## config.mk

```make
export PLATFORM = sky130hd
export DESIGN_NAME = sha1_hash_core_flat
export DESIGN_NICKNAME = d
export VERILOG_FILES = /design/src/rtl/sha1_pkg.sv /design/src/rtl/sha1_if.sv /design/src/rtl/sha1_hash_core.sv /design/src/rtl/sha1_datapath.sv /design/src/rtl/sha1_ctrl.sv /design/src/flat_wrapper.sv
export SDC_FILE = /design/constraint.sdc
export NUM_CORES = 2
export LEC_CHECK = 0
export ABC_AREA = 1
export BUFFER_PORTS_ARGS = -buffer_cell sky130_fd_sc_hd__clkbuf_2
export CELL_PAD_IN_SITES_DETAIL_PLACEMENT = 2
export CELL_PAD_IN_SITES_GLOBAL_PLACEMENT = 2
export CORE_AREA = 8 8 433 435
export DETAILED_ROUTE_END_ITERATION = 8
export DIE_AREA = 0 0 441 443
export PLACE_DENSITY = 0.79
export SLEW_MARGIN = 20
export SYNTH_ARGS = -nofsm -noshare
export SYNTH_HDL_FRONTEND = slang
export SYNTH_HIERARCHICAL = 1
export SYNTH_SLANG_ARGS = --single-unit
```

## constraint.sdc

```tcl
create_clock -name clk -period 7.7 [get_ports clk]
set_clock_uncertainty 0.2 [all_clocks]
set_input_delay 0.385 -clock clk [delete_from_list [all_inputs] [get_ports clk]]
set_output_delay 0.385 -clock clk [all_outputs]
set_load 0.05 [all_outputs]
```

## src/rtl/sha1_pkg.sv

```systemverilog
`timescale 1ns / 1ps
`default_nettype none
// ----------------------------------------------------------------------------
// sha1_pkg
// Shared types and constants of the SHA-1 hash core.
// ----------------------------------------------------------------------------
package sha1_pkg;

  localparam logic [31:0] H0_INIT = 32'h67452301;
  localparam logic [31:0] H1_INIT = 32'hEFCDAB89;
  localparam logic [31:0] H2_INIT = 32'h98BADCFE;
  localparam logic [31:0] H3_INIT = 32'h10325476;
  localparam logic [31:0] H4_INIT = 32'hC3D2E1F0;

  localparam logic [31:0] K0 = 32'h5A827999;
  localparam logic [31:0] K1 = 32'h6ED9EBA1;
  localparam logic [31:0] K2 = 32'h8F1BBCDC;
  localparam logic [31:0] K3 = 32'hCA62C1D6;

  localparam int unsigned ROUNDS = 80;
  localparam int unsigned BLOCK_BITS = 512;
  localparam int unsigned DIGEST_WORDS = 5;

  // controller -> datapath
  typedef struct packed {
    logic       put;       // write a byte into the block window
    logic [1:0] put_sel;   // which byte source
    logic       add_len;   // count a message byte
    logic       comp_init; // load work regs from chain
    logic       round;     // one round
    logic       comp_fin;  // add work regs into chain
    logic       msg_reset; // reset chain, length, byte pos
  } sha1_cmd_t;

  localparam logic [1:0] SEL_DATA = 2'd0;
  localparam logic [1:0] SEL_PAD  = 2'd1;
  localparam logic [1:0] SEL_ZERO = 2'd2;
  localparam logic [1:0] SEL_LEN  = 2'd3;

  // datapath -> controller
  typedef struct packed {
    logic [5:0] byte_pos;
    logic       last_round;
  } sha1_stat_t;

  function automatic logic [31:0] rotl(input logic [31:0] v, input int unsigned s);
    rotl = (v << s) | (v >> (32 - s));
  endfunction

endpackage
`default_nettype wire

```

## src/rtl/sha1_if.sv

```systemverilog
`timescale 1ns / 1ps
`default_nettype none
// ----------------------------------------------------------------------------
// sha1_in_if / sha1_out_if
// Valid/ready channels of the SHA-1 hash core.
// ----------------------------------------------------------------------------
interface sha1_in_if;
  logic       valid;
  logic       ready;
  logic [7:0] data_byte;
  logic       byte_valid;
  logic       last;
  modport source (output valid, data_byte, byte_valid, last, input ready);
  modport sink (input valid, data_byte, byte_valid, last, output ready);
endinterface

interface sha1_out_if;
  logic        valid;
  logic        ready;
  logic [31:0] digest_word;
  logic [2:0]  word_index;
  logic        last_word;
  modport source (output valid, digest_word, word_index, last_word, input ready);
  modport sink (input valid, digest_word, word_index, last_word, output ready);
endinterface
`default_nettype wire

```

## src/rtl/sha1_hash_core.sv

```systemverilog
`timescale 1ns / 1ps
`default_nettype none
// ----------------------------------------------------------------------------
// sha1_hash_core
// Streaming SHA-1 over a byte stream; five digest words per message.
// ----------------------------------------------------------------------------
// channel | dir | payload
// in_*    | in  | data_byte[7:0], byte_valid, last
// out_*   | out | digest_word[31:0], word_index[2:0], last_word
//
// A filled 64-byte block runs 80 rounds on the single round unit; the chain
// add comes in the cycle after the last round. On last, padding writes its
// bytes in turn, pausing while a block compresses, and the five words leave
// one per accepted out item, starting the cycle after the final chain add.
// Synchronous active-low reset returns to the SHA-1 initial values.
// in_ready is low while a block compresses, pads or the digest drains.
// ----------------------------------------------------------------------------
module sha1_hash_core
  import sha1_pkg::*;
#(
  parameter int unsigned LENGTH_BITS = 64
) (
  input  wire logic  clk,
  input  wire logic  rst_n,
  sha1_in_if.sink    in_ch,
  sha1_out_if.source out_ch
);

  sha1_cmd_t  cmd;
  sha1_stat_t stat;
  logic [2:0] widx;
  logic       ovalid;
  logic       in_rdy;

  sha1_ctrl u_ctrl (
    .clk           (clk),
    .rst_n         (rst_n),
    .in_valid      (in_ch.valid),
    .in_byte_valid (in_ch.byte_valid),
    .in_last       (in_ch.last),
    .in_ready      (in_rdy),
    .out_valid     (ovalid),
    .out_ready     (out_ch.ready),
    .word_idx      (widx),
    .stat          (stat),
    .cmd           (cmd)
  );

  sha1_datapath #(.LENGTH_BITS(LENGTH_BITS)) u_dp (
    .clk       (clk),
    .rst_n     (rst_n),
    .cmd       (cmd),
    .data_byte (in_ch.data_byte),
    .rd_index  (widx),
    .stat      (stat),
    .rd_word   (out_ch.digest_word)
  );

  assign in_ch.ready       = in_rdy;
  assign out_ch.valid      = ovalid;
  assign out_ch.word_index = widx;
  assign out_ch.last_word  = (widx == 3'(DIGEST_WORDS - 1));

endmodule
`default_nettype wire

```

## src/rtl/sha1_datapath.sv

```systemverilog
`timescale 1ns / 1ps
`default_nettype none
// ----------------------------------------------------------------------------
// sha1_datapath
// Block window, round registers, chaining hash and length counter.
// ----------------------------------------------------------------------------
module sha1_datapath
  import sha1_pkg::*;
#(
  parameter int unsigned LENGTH_BITS = 64
) (
  input  wire logic        clk,
  input  wire logic        rst_n,
  input  wire sha1_cmd_t   cmd,
  input  wire logic [7:0]  data_byte,
  input  wire logic [2:0]  rd_index,
  output sha1_stat_t       stat,
  output logic [31:0]      rd_word
);

  logic [31:0]            win_r [16];
  logic [31:0]            h_r [5];
  logic [31:0]            w_r [5];
  logic [LENGTH_BITS-1:0] len_r;
  logic [LENGTH_BITS-1:0] len_snap_r;
  logic [5:0]             pos_r;
  logic [2:0]             len_idx_r;
  logic [6:0]             rnd_r;
  logic [63:0]            len64;
  logic [7:0]             put_byte;
  logic [31:0]            w_new, w_sel, f, k, tmp;
  logic [3:0]             t4;

  assign len64 = 64'(len_snap_r);

  always_comb begin
    case (cmd.put_sel)
      SEL_DATA: put_byte = data_byte;
      SEL_PAD:  put_byte = 8'h80;
      SEL_ZERO: put_byte = 8'h00;
      default:  put_byte = len64[8*(7-len_idx_r) +: 8];
    endcase
  end

  assign t4 = rnd_r[3:0];
  assign w_new = rotl(win_r[t4 + 4'd13] ^ win_r[t4 + 4'd8] ^ win_r[t4 + 4'd2] ^ win_r[t4], 1);
  assign w_sel = (rnd_r < 7'd16) ? win_r[t4] : w_new;

  always_comb begin
    if (rnd_r < 7'd20) begin
      f = (w_r[1] & w_r[2]) | (~w_r[1] & w_r[3]);
      k = K0;
    end else if (rnd_r < 7'd40) begin
      f = w_r[1] ^ w_r[2] ^ w_r[3];
      k = K1;
    end else if (rnd_r < 7'd60) begin
      f = (w_r[1] & w_r[2]) | (w_r[1] & w_r[3]) | (w_r[2] & w_r[3]);
      k = K2;
    end else begin
      f = w_r[1] ^ w_r[2] ^ w_r[3];
      k = K3;
    end
  end
  assign tmp = rotl(w_r[0], 5) + f + w_r[4] + w_sel + k;

  // window: byte packing and schedule writeback
  always_ff @(posedge clk) begin
    if (cmd.put) begin
      if (pos_r[1:0] == 2'd0) begin
        win_r[pos_r[5:2]] <= {put_byte, 24'h0};
      end else begin
        win_r[pos_r[5:2]][8*(3-pos_r[1:0]) +: 8] <= put_byte;
      end
    end else if (cmd.round && rnd_r >= 7'd16) begin
      win_r[t4] <= w_new;
    end
  end

  always_ff @(posedge clk) begin
    if (!rst_n) begin
      h_r[0] <= H0_INIT; h_r[1] <= H1_INIT; h_r[2] <= H2_INIT;
      h_r[3] <= H3_INIT; h_r[4] <= H4_INIT;
      len_r <= '0;
      pos_r <= '0;
      rnd_r <= '0;
      len_idx_r <= '0;
      for (int i = 0; i < 5; i++) w_r[i] <= '0;
    end else begin
      if (cmd.put) begin
        pos_r <= pos_r + 6'd1;
        if (cmd.put_sel == SEL_LEN) len_idx_r <= len_idx_r + 3'd1;
        if (cmd.put_sel == SEL_PAD) begin
          len_snap_r <= len_r;
          len_idx_r <= '0;
        end
      end
      if (cmd.add_len) len_r <= len_r + LENGTH_BITS'(8);
      if (cmd.comp_init) begin
        for (int i = 0; i < 5; i++) w_r[i] <= h_r[i];
        rnd_r <= '0;
      end
      if (cmd.round) begin
        w_r[0] <= tmp;
        w_r[1] <= w_r[0];
        w_r[2] <= rotl(w_r[1], 30);
        w_r[3] <= w_r[2];
        w_r[4] <= w_r[3];
        rnd_r <= (rnd_r == 7'(ROUNDS - 1)) ? 7'd0 : rnd_r + 7'd1;
      end
      if (cmd.comp_fin) begin
        for (int i = 0; i < 5; i++) h_r[i] <= h_r[i] + w_r[i];
      end
      if (cmd.msg_reset) begin
        h_r[0] <= H0_INIT; h_r[1] <= H1_INIT; h_r[2] <= H2_INIT;
        h_r[3] <= H3_INIT; h_r[4] <= H4_INIT;
        len_r <= '0;
        pos_r <= '0;
      end
    end
  end

  assign stat.byte_pos = pos_r;
  assign stat.last_round = (rnd_r == 7'(ROUNDS - 1));
  assign rd_word = h_r[(rd_index > 3'd4) ? 3'd4 : rd_index];

endmodule
`default_nettype wire

```

## src/rtl/sha1_ctrl.sv

```systemverilog
`timescale 1ns / 1ps
`default_nettype none
// ----------------------------------------------------------------------------
// sha1_ctrl
// Sequencer: byte intake, padding, compression rounds and digest output.
// ----------------------------------------------------------------------------
module sha1_ctrl
  import sha1_pkg::*;
(
  input  wire logic       clk,
  input  wire logic       rst_n,
  input  wire logic       in_valid,
  input  wire logic       in_byte_valid,
  input  wire logic       in_last,
  output logic            in_ready,
  output logic            out_valid,
  input  wire logic       out_ready,
  output logic [2:0]      word_idx,
  input  wire sha1_stat_t stat,
  output sha1_cmd_t       cmd
);

  typedef enum logic [5:0] {
    S_IDLE  = 6'b000001,
    S_PAD   = 6'b000010,
    S_ZERO  = 6'b000100,
    S_LEN   = 6'b001000,
    S_ROUND = 6'b010000,
    S_OUT   = 6'b100000
  } state_t;

  state_t     state_r, state_nxt;
  state_t     ret_r, ret_nxt;   // where to resume after a compression
  logic [2:0] widx_r, widx_nxt;
  logic       fin_r, fin_nxt;   // compression was the last one of the message
  logic       fin_pend_r;       // chain update happens the cycle after the last round
  sha1_cmd_t  cmd_c;

  always_comb begin
    state_nxt = state_r;
    ret_nxt   = ret_r;
    widx_nxt  = widx_r;
    fin_nxt   = fin_r;
    cmd_c     = '0;
    in_ready  = (state_r == S_IDLE);
    out_valid = (state_r == S_OUT) && !fin_pend_r;
    unique case (state_r)
      S_IDLE: begin
        if (in_valid) begin
          cmd_c.put_sel = SEL_DATA;
          if (in_byte_valid) begin
            cmd_c.put = 1'b1;
            cmd_c.add_len = 1'b1;
          end
          if (in_byte_valid && stat.byte_pos == 6'd63) begin
            cmd_c.comp_init = 1'b1;
            state_nxt = S_ROUND;
            ret_nxt = in_last ? S_PAD : S_IDLE;
          end else if (in_last) begin
            state_nxt = S_PAD;
          end
        end
      end
      S_PAD: begin
        cmd_c.put = 1'b1;
        cmd_c.put_sel = SEL_PAD;
        if (stat.byte_pos == 6'd63) begin
          cmd_c.comp_init = 1'b1;
          state_nxt = S_ROUND;
          ret_nxt = S_ZERO;
        end else if (stat.byte_pos == 6'd55) begin
          state_nxt = S_LEN;
        end else begin
          state_nxt = S_ZERO;
        end
      end
      S_ZERO: begin
        if (stat.byte_pos == 6'd56) begin
          state_nxt = S_LEN;
        end else begin
          cmd_c.put = 1'b1;
          cmd_c.put_sel = SEL_ZERO;
          if (stat.byte_pos == 6'd63) begin
            cmd_c.comp_init = 1'b1;
            state_nxt = S_ROUND;
            ret_nxt = S_ZERO;
          end
        end
      end
      S_LEN: begin
        cmd_c.put = 1'b1;
        cmd_c.put_sel = SEL_LEN;
        if (stat.byte_pos == 6'd63) begin
          cmd_c.comp_init = 1'b1;
          state_nxt = S_ROUND;
          ret_nxt = S_OUT;
          fin_nxt = 1'b1;
        end
      end
      S_ROUND: begin
        cmd_c.round = 1'b1;
        if (stat.last_round) begin
          state_nxt = ret_r;
          widx_nxt = '0;
        end
      end
      S_OUT: begin
        if (out_ready && !fin_pend_r) begin
          widx_nxt = widx_r + 3'd1;
          if (widx_r == 3'(DIGEST_WORDS - 1)) begin
            cmd_c.msg_reset = 1'b1;
            fin_nxt = 1'b0;
            state_nxt = S_IDLE;
          end
        end
      end
      default: state_nxt = S_IDLE;
    endcase
  end

  always_ff @(posedge clk) begin
    if (!rst_n) begin
      state_r <= S_IDLE;
      ret_r <= S_IDLE;
      widx_r <= '0;
      fin_r <= 1'b0;
      fin_pend_r <= 1'b0;
    end else begin
      state_r <= state_nxt;
      ret_r <= ret_nxt;
      widx_r <= widx_nxt;
      fin_r <= fin_nxt;
      fin_pend_r <= (state_r == S_ROUND) && stat.last_round;
    end
  end

  // comp_fin is driven in the cycle after the last round; no other command
  // touches the chain or work regs in that cycle, and output is held off in it.
  always_comb begin
    cmd = cmd_c;
    cmd.comp_fin = fin_pend_r;
  end

  assign word_idx = widx_r;

  property p_out_only_final;
    @(posedge clk) disable iff (!rst_n) out_valid |-> fin_r;
  endproperty
  a_out_only_final: assert property (p_out_only_final) else $error("digest without final block");

  property p_idx_range;
    @(posedge clk) disable iff (!rst_n) out_valid |-> (widx_r <= 3'd4);
  endproperty
  a_idx_range: assert property (p_idx_range) else $error("word index out of range");

  property p_no_accept_busy;
    @(posedge clk) disable iff (!rst_n) (state_r != S_IDLE) |-> !in_ready;
  endproperty
  a_no_accept_busy: assert property (p_no_accept_busy) else $error("accept while busy");

endmodule
`default_nettype wire

```

## src/flat_wrapper.sv

```systemverilog
// flat-port wrapper written by rule: the top's interface ports become plain ports
module sha1_hash_core_flat import sha1_pkg::*;
#(
  parameter int unsigned LENGTH_BITS = 64
)
  (clk, rst_n, in_ch_valid, in_ch_data_byte, in_ch_byte_valid, in_ch_last, in_ch_ready, out_ch_valid, out_ch_digest_word, out_ch_word_index, out_ch_last_word, out_ch_ready);
  sha1_in_if in_ch_i ();
  sha1_out_if out_ch_i ();
  input  wire logic clk;
  input  wire logic rst_n;
  input wire logic [$bits(in_ch_i.valid)-1:0] in_ch_valid;
  input wire logic [$bits(in_ch_i.data_byte)-1:0] in_ch_data_byte;
  input wire logic [$bits(in_ch_i.byte_valid)-1:0] in_ch_byte_valid;
  input wire logic [$bits(in_ch_i.last)-1:0] in_ch_last;
  output wire logic [$bits(in_ch_i.ready)-1:0] in_ch_ready;
  output wire logic [$bits(out_ch_i.valid)-1:0] out_ch_valid;
  output wire logic [$bits(out_ch_i.digest_word)-1:0] out_ch_digest_word;
  output wire logic [$bits(out_ch_i.word_index)-1:0] out_ch_word_index;
  output wire logic [$bits(out_ch_i.last_word)-1:0] out_ch_last_word;
  input wire logic [$bits(out_ch_i.ready)-1:0] out_ch_ready;
  assign in_ch_i.valid = in_ch_valid;
  assign in_ch_i.data_byte = in_ch_data_byte;
  assign in_ch_i.byte_valid = in_ch_byte_valid;
  assign in_ch_i.last = in_ch_last;
  assign in_ch_ready = in_ch_i.ready;
  assign out_ch_valid = out_ch_i.valid;
  assign out_ch_digest_word = out_ch_i.digest_word;
  assign out_ch_word_index = out_ch_i.word_index;
  assign out_ch_last_word = out_ch_i.last_word;
  assign out_ch_i.ready = out_ch_ready;
  sha1_hash_core #(.LENGTH_BITS(LENGTH_BITS)) u_core (.clk(clk), .rst_n(rst_n), .in_ch(in_ch_i), .out_ch(out_ch_i));
endmodule
```

Word-level counts from Yosys, hierarchy flattened
Memories as Yosys holds them, arrays and structs flattened. A register that Yosys moved wholly into a read port is not among the register bits. Index checks and enable logic that the tools add are counted.

Flip-flop bits (word level): 160. Bits in writable memories: 832. Bits of input ports: 14. Output and inout bits: 38. Memories: 3.

Memory list: u_core.u_dp.win_r (depth 16, width 32, rd ports 4, clocked after Yosys merged registers in 1, write ports 1, RTL line sha1_datapath.sv:21) `logic [31:0] win_r [16];`; u_core.u_dp.h_r (depth 5, width 32, rd ports 6, clocked after Yosys merged registers in 0, write ports 5, RTL line sha1_datapath.sv:22) `logic [31:0] h_r [5];`; u_core.u_dp.w_r (depth 5, width 32, rd ports 5, clocked after Yosys merged registers in 0, write ports 5, RTL line sha1_datapath.sv:23) `logic [31:0] w_r [5];`.

Add/sub/neg operators: 20. Order comparisons: 6. Equal/unequal tests: 22. Shift-type cells: 3. Mux-type cells: 127. Bitwise logic cells: 69. Reductions and logical operators: 20.

Operators by type and width (count): $mux W32 (29); $add A32 B32 Y32 (9); $xor A32 B32 Y32 (5); $and A32 B32 Y32 (4); $or A32 B32 Y32 (3); $mux W6 (14); $add A64 B4 Y64 const B (1); $shiftx A64 B33 Y8 (1); $mux W1 (62); $or A1 B1 Y1 (52); $pmux W6 S6 (1); $neg A32 Y34 (1); $shift A8 B34 Y32 const A (1); $shiftx A8 B34 Y32 (1); $not A32 Y32 (1); $or A32 B1 Y32 (1); $or A32 B30 Y32 (1); $or A32 B5 Y32 (1); $reduce_or A32 Y1 (1); $mux W31 (1); $eq A6 B6 Y1 const B (4); $pmux W6 S4 (1); $pmux W8 S3 (1); $mux W7 (3); 40 further kinds (68).

Longest topological paths before layout
An unclocked memory read counts as a cell.

Word-level depth: 12. Depth in mapped cells: 34.

By module
The synthesis kept the hierarchy.

Modules (own cells, without submodules): sha1_datapath (instances 1, cells an instance 9004, area an instance 68759.7 µm²); sha1_ctrl (instances 1, cells an instance 173, area an instance 1087.3 µm²); sha1_hash_core (instances 1, cells an instance 3, area an instance 13.8 µm²).

Worst setup path after synthesis
No wires, ideal clock.

Path kind: flip-flop to flip-flop. Start: register u_core.u_dp.rnd_r[2]. End: memory u_core.u_dp.w_r[0][25], data pin. Arrival time: 5.673 ns. Required time: 7.236 ns. Slack: 1.563 ns. Cell stages (with the launch flop): 33. Path buffers: 4. Period minus slack after synthesis: 6.137 ns. Cells stage by stage: dfxtp_1 -> inv_1 -> buf_2 -> buf_1 -> ha_1 -> buf_2 -> clkbuf_1 -> nand3_1 -> nand3_1 -> o21ai_0 -> xnor2_1 -> xor2_1 -> nand2_1 -> nand2_1 -> fa_1 -> inv_1 -> fa_1 -> fa_1 -> inv_1 -> ha_1 -> inv_1 -> fa_1 -> nand3b_1 -> nand2_1 -> nand3_1 -> nand3_1 -> a21oi_1 -> nor3_1 -> nand2_1 -> nand2_1 -> a21oi_1 -> o21ai_0 -> o21ai_0.

RTL lines: from (decl) (RTL line sha1_datapath.sv:28) `logic [6:0] rnd_r;`; from (signal assigned) (RTL line sha1_datapath.sv:108) `rnd_r <= (rnd_r == 7'(ROUNDS - 1)) ? 7'd0 : rnd_r + 7'd1;`; to (decl) (RTL line sha1_datapath.sv:23).

==> flow_summary.rst <==
.. list-table::
   :header-rows: 1

   * - Metric
     - Value
   * - Layout filler cell count
     - 20600
   * - Unrepaired setup endpoints after global routing
     - false
   * - Layout cells sized above 1
     - 0.0640
   * - Final Max Slew Viols
     - 0
   * - Combined area of all synthesized cells
     - 69900 µm²
   * - H-tree level count
     - 3
   * - Clock Latency Late Sink
     - 810 ps
   * - Worst reg2reg endpoint
     - u_core/u_dp/w_r[0][23]$_DFFE_PP_
   * - Yosys warnings
     - 6
   * - Standard-cell row count
     - 156
   * - Clk Tree Root Cell
     - clkbuf_16
   * - Layout-stage area growth over the synthesis result
     - 9.85%
   * - DR DRC count
     - 0
   * - CP Data Required Time
     - 8030 ps
   * - Die Wd
     - between 400 and 500 µm
   * - Placeable Area
     - 180000 µm²
   * - Drt total wl
     - 348000 µm
   * - Initial standard-cell utilization of the core
     - 0.388
   * - Highest clock rate
     - approximately 0.13 GHz
   * - Number of nets in the finished design
     - 9403
   * - Avg Synthesized Cell Area
     - 7.61 µm²
   * - Most common cell type on the critical path
     - nand2_1
   * - Sort of element at the start of the critical path
     - flop
   * - Clock Sinks
     - 988
   * - Total power density per cell area
     - 181 nW/µm²
   * - Netlist cell types
     - 72
   * - Count of input and output buffers
     - 51
   * - Launch point of the worst path
     - u_core/u_dp/rnd_r[2]$_SDFFE_PN0N_
   * - Sequential share of the synthesized area
     - 0.388
   * - Cells after synthesis
     - approximately 9000
   * - Startpoint of the most critical register-to-register path
     - u_core/u_dp/rnd_r[2]$_SDFFE_PN0N_
   * - Global-route wire length before repair
     - about 500000 µm
   * - Total Routing Usage GR
     - 0.343
   * - Avg Vias per Cell
     - 6.18
   * - Period utilisation layout
     - 0.970
   * - Placed wire-length estimate after detailed placement
     - 249000 µm
   * - Peak supply drop
     - 0.179 mV
   * - CTS buffer count
     - 118
   * - Most used flip-flop cell after synthesis
     - edfxtp_1
   * - Critical Path Max Stage Delay
     - 550 ps
   * - Pin count of the biggest net entering global routing
     - 182
   * - DR pass1 iterations
     - 6
   * - Number of synthesized register bits
     - 988
   * - Number of global-route vias before repair
     - about 75000
   * - Clock tree from TritonCTS
     - yes
   * - Largest delay contributor family on the critical path
     - adder cells
   * - Measured slew at the worst slew-check pin
     - 1350 ps
   * - R2R setup slack
     - 230 ps
   * - Die Y-Extent
     - roughly 440 µm
   * - Max_cap viols
     - 0
   * - Buffers from clock root to sink, at most
     - 3
   * - Synthesized Nets
     - approximately 9600
   * - Starting DRC count in detailed routing
     - 5877
   * - Routed length per placed instance
     - 30.3 µm
   * - Power, Total
     - 13.9 mW
   * - Via count
     - 71200
   * - Initial antenna violation count
     - 7
   * - Kind of end point of the critical path
     - flop
   * - Headroom to the max-slew limit
     - 0.0905
   * - Status
     - complete, no violations
   * - R2r worst-path depth
     - 29
   * - Non-Filler Cell Area, Final
     - roughly 77000 µm²
   * - Area of the multi-input gates
     - 36700 µm²
   * - Crit Path Class
     - flop to flop
   * - Total die area
     - 195000 µm²
   * - Number of enable flip-flop cells after synthesis
     - between 700 and 800
   * - Lkg Pwr
     - 30.7 nW
   * - Clock input transition at the sequential cells of the worst setup and hold paths
     - 60 ps
   * - Setup Total Neg Slack
     - 0 ps
   * - Cell area after placement
     - ~72000 µm²
   * - Worst setup path end
     - u_core/u_dp/w_r[0][23]$_DFFE_PP_
   * - Path length in cells of the critical path
     - 29
   * - Final setup viols
     - 0
   * - Worst EP arrival
     - 7800 ps
   * - Critical Path Slowest Stage Cell
     - fa_1
   * - Critical path buffer and inverter count
     - 5
   * - Hold violation count in the final report
     - 0
   * - Final critical delay including setup and external delays
     - 7470 ps
   * - Class of the tightest hold or removal check
     - flop to flop
   * - Final estimated routing congestion in global placement
     - 0.973
   * - Sequential cell area
     - 27100 µm²
   * - Remaining global-route overflow
     - 0
   * - Remaining number of nets flagged by the antenna check after routing
     - 0
   * - Crit path max fanout
     - 17
   * - Num ports
     - 52
   * - Share of synthesized registers carrying an async set or reset
     - 0
## where the power goes
group          leakage, nW  internal (mW)  total (mW)  switching (mW)
Sequential            8.76           5.74        5.86           0.116
Combinational         19.9          0.534        1.82            1.29
Clock                 2.00           3.58        6.18            2.60
## routing by layer
| metal | global-route usage | wire (µm) | part of all wire | vias up |
|---|---|---|---|---|
| met5 | 0 | 12 | 0.000034 | - |
| met1 | 0.430 | 142000 | 0.41 | 36500 |
| li1 | - | - | - | 31400 |
| met3 | 0.0478 | 21700 | 0.062 | 808 |
| met2 | 0.567 | 163000 | 0.47 | 2469 |
| met4 | 0.192 | 22500 | 0.064 | 2 |
## sequential cells by signal (all words and copies together), names as in the netlist, named ones only
| name | cells |
|---|---|
| u_core/u_dp/win_r | 512 |
| u_core/u_dp/rnd_r | 7 |
| u_core/u_ctrl/state_r | 6 |
| u_core/u_dp/w_r | 160 |
| u_core/u_ctrl/fin_pend_r | 1 |
| u_core/u_dp/len64 | 61 |
| u_core/u_ctrl/word_idx | 3 |
| u_core/u_dp/h_r | 160 |
| u_core/u_ctrl/ret_r | 4 |
| u_core/u_dp/pos_r | 6 |
| u_core/u_dp/len_r | 61 |
| u_core/u_dp/len_idx_r | 3 |
## cell families (layout without fill, tap and decap cells)
| family | after synthesis | in the layout | synth area share |
|---|---|---|---|
| buffers and inverters | 1511 | 1467 | 0.0907 |
| DFF | 988 | 988 | 0.388 |
| and+or+nand+nor | 3485 | 3485 | 0.210 |
| other | 0 | 6 | 0 |
| muxes | 2 | 2 | 0.000287 |
| AOI/OAI and AO/OA | 2713 | 2713 | 0.218 |
| xor gates and xnor gates | 124 | 124 | 0.0159 |
| adders and majority gates | 357 | 357 | 0.0774 |
## layout make-up
| type | instances | area share |
|---|---|---|
| inverter | 996 | 0.0494 |
| clock buffer | 137 | 0.0403 |
| tap | 2370 | 0.0386 |
| sequential | 988 | 0.354 |
| clock inverter | 87 | 0.0136 |
| antenna | 6 | 0.000196 |
| timing repair buffer | 247 | 0.0265 |
| multi-input combinational | 6681 | 0.478 |
## cells in the mapped netlist (all sizes together) (2+ instances only)
cell	n	area, µm²
nand2	1950	7370
o21ai	1275	6390
inv	989	3720
a21oi	797	4000
edfxtp	733	22000
nand3	667	3350
nor2	592	2300
buf	291	1750
dfxtp	255	5100
ha	232	2900
clkbuf	224	841
o211ai	224	1690
nor3	137	742
fa	125	2500
o22ai	99	626
xor2	89	795
a31oi	69	432
nand4	57	357
o221ai	46	403
a21o	35	263
xnor2	35	314
a22o	31	272
nor4	31	200
o21bai	30	225
a32o	26	260
o21a	24	180
or2	21	131
a21boi	16	120
a221oi	15	131
nand3b	12	90.1
and3	9	56.3
clkinv	7	27.5
nor3b	7	52.6
a211oi	5	37.5
a22oi	5	37.5
a31o	5	43.8
o31ai	3	22.5
a32oi	2	25.0
mux2i	2	20.0
o2111ai	2	17.5
## worst min-delay path by stage
stage | start | endpoint | slack [ps] | cells past startpoint
4_1_cts | u_core/u_dp/len_r[63]$_SDFFE_PP0P_ | u_core/u_dp/len64[63]$_DFFE_PP_ | 240 | 0
6_report | u_core/u_dp/len_r[63]$_SDFFE_PP0P_ | u_core/u_dp/len64[63]$_DFFE_PP_ | 240 | 0
3_3_place_gp | u_core/u_dp/len_r[35]$_SDFFE_PP0P_ | u_core/u_dp/len64[35]$_DFFE_PP_ | 220 | 0
2_1_floorplan | u_core/u_dp/len_r[23]$_SDFFE_PP0P_ | u_core/u_dp/len64[23]$_DFFE_PP_ | 210 | 0
5_1_grt | u_core/u_dp/len_r[26]$_SDFFE_PP0P_ | u_core/u_dp/len64[26]$_DFFE_PP_ | 250 | 0
3_5_place_dp | u_core/u_dp/len_r[26]$_SDFFE_PP0P_ | u_core/u_dp/len64[26]$_DFFE_PP_ | 230 | 0
## what timing repair did
action,CTS,global route
resized for setup,0,4
setup buffers,0,2
endpoints found under the setup margin,0,9
hold buffers,10,0
hold endpoints to repair,13,0
## stage by stage
| stage | worst slack, ps | cells | hold WS (ps) | utilization |
|---|---|---|---|---|
| after CTS | 166 | 11500 | 239 | 0.425 |
| after global routing | 0.671 | 11500 | 250 | 0.426 |
| after detailed placement | 191 | 11300 | 227 | 0.402 |
| after floorplan | 1560 | 9180 | 208 | - |
| after global placement | 410 | 11300 | 217 | 0.402 |
| final | 231 | 11500 | 238 | 0.426 |
## placed cells by master (no fill, tap or decap), drive strengths merged, types with 89 or more instances in the layout
master	Yosys	routed
nand2	1950	1950
o21ai	1275	1275
inv	989	993
a21oi	797	797
edfxtp	733	733
nand3	667	667
nor2	592	592
dfxtp	255	255
ha	232	232
o211ai	224	224
clkbuf	224	188
buf	291	186
nor3	137	137
fa	125	125
o22ai	99	99
xor2	89	89
No activity file was read; power rests on OpenSTA's default activity.
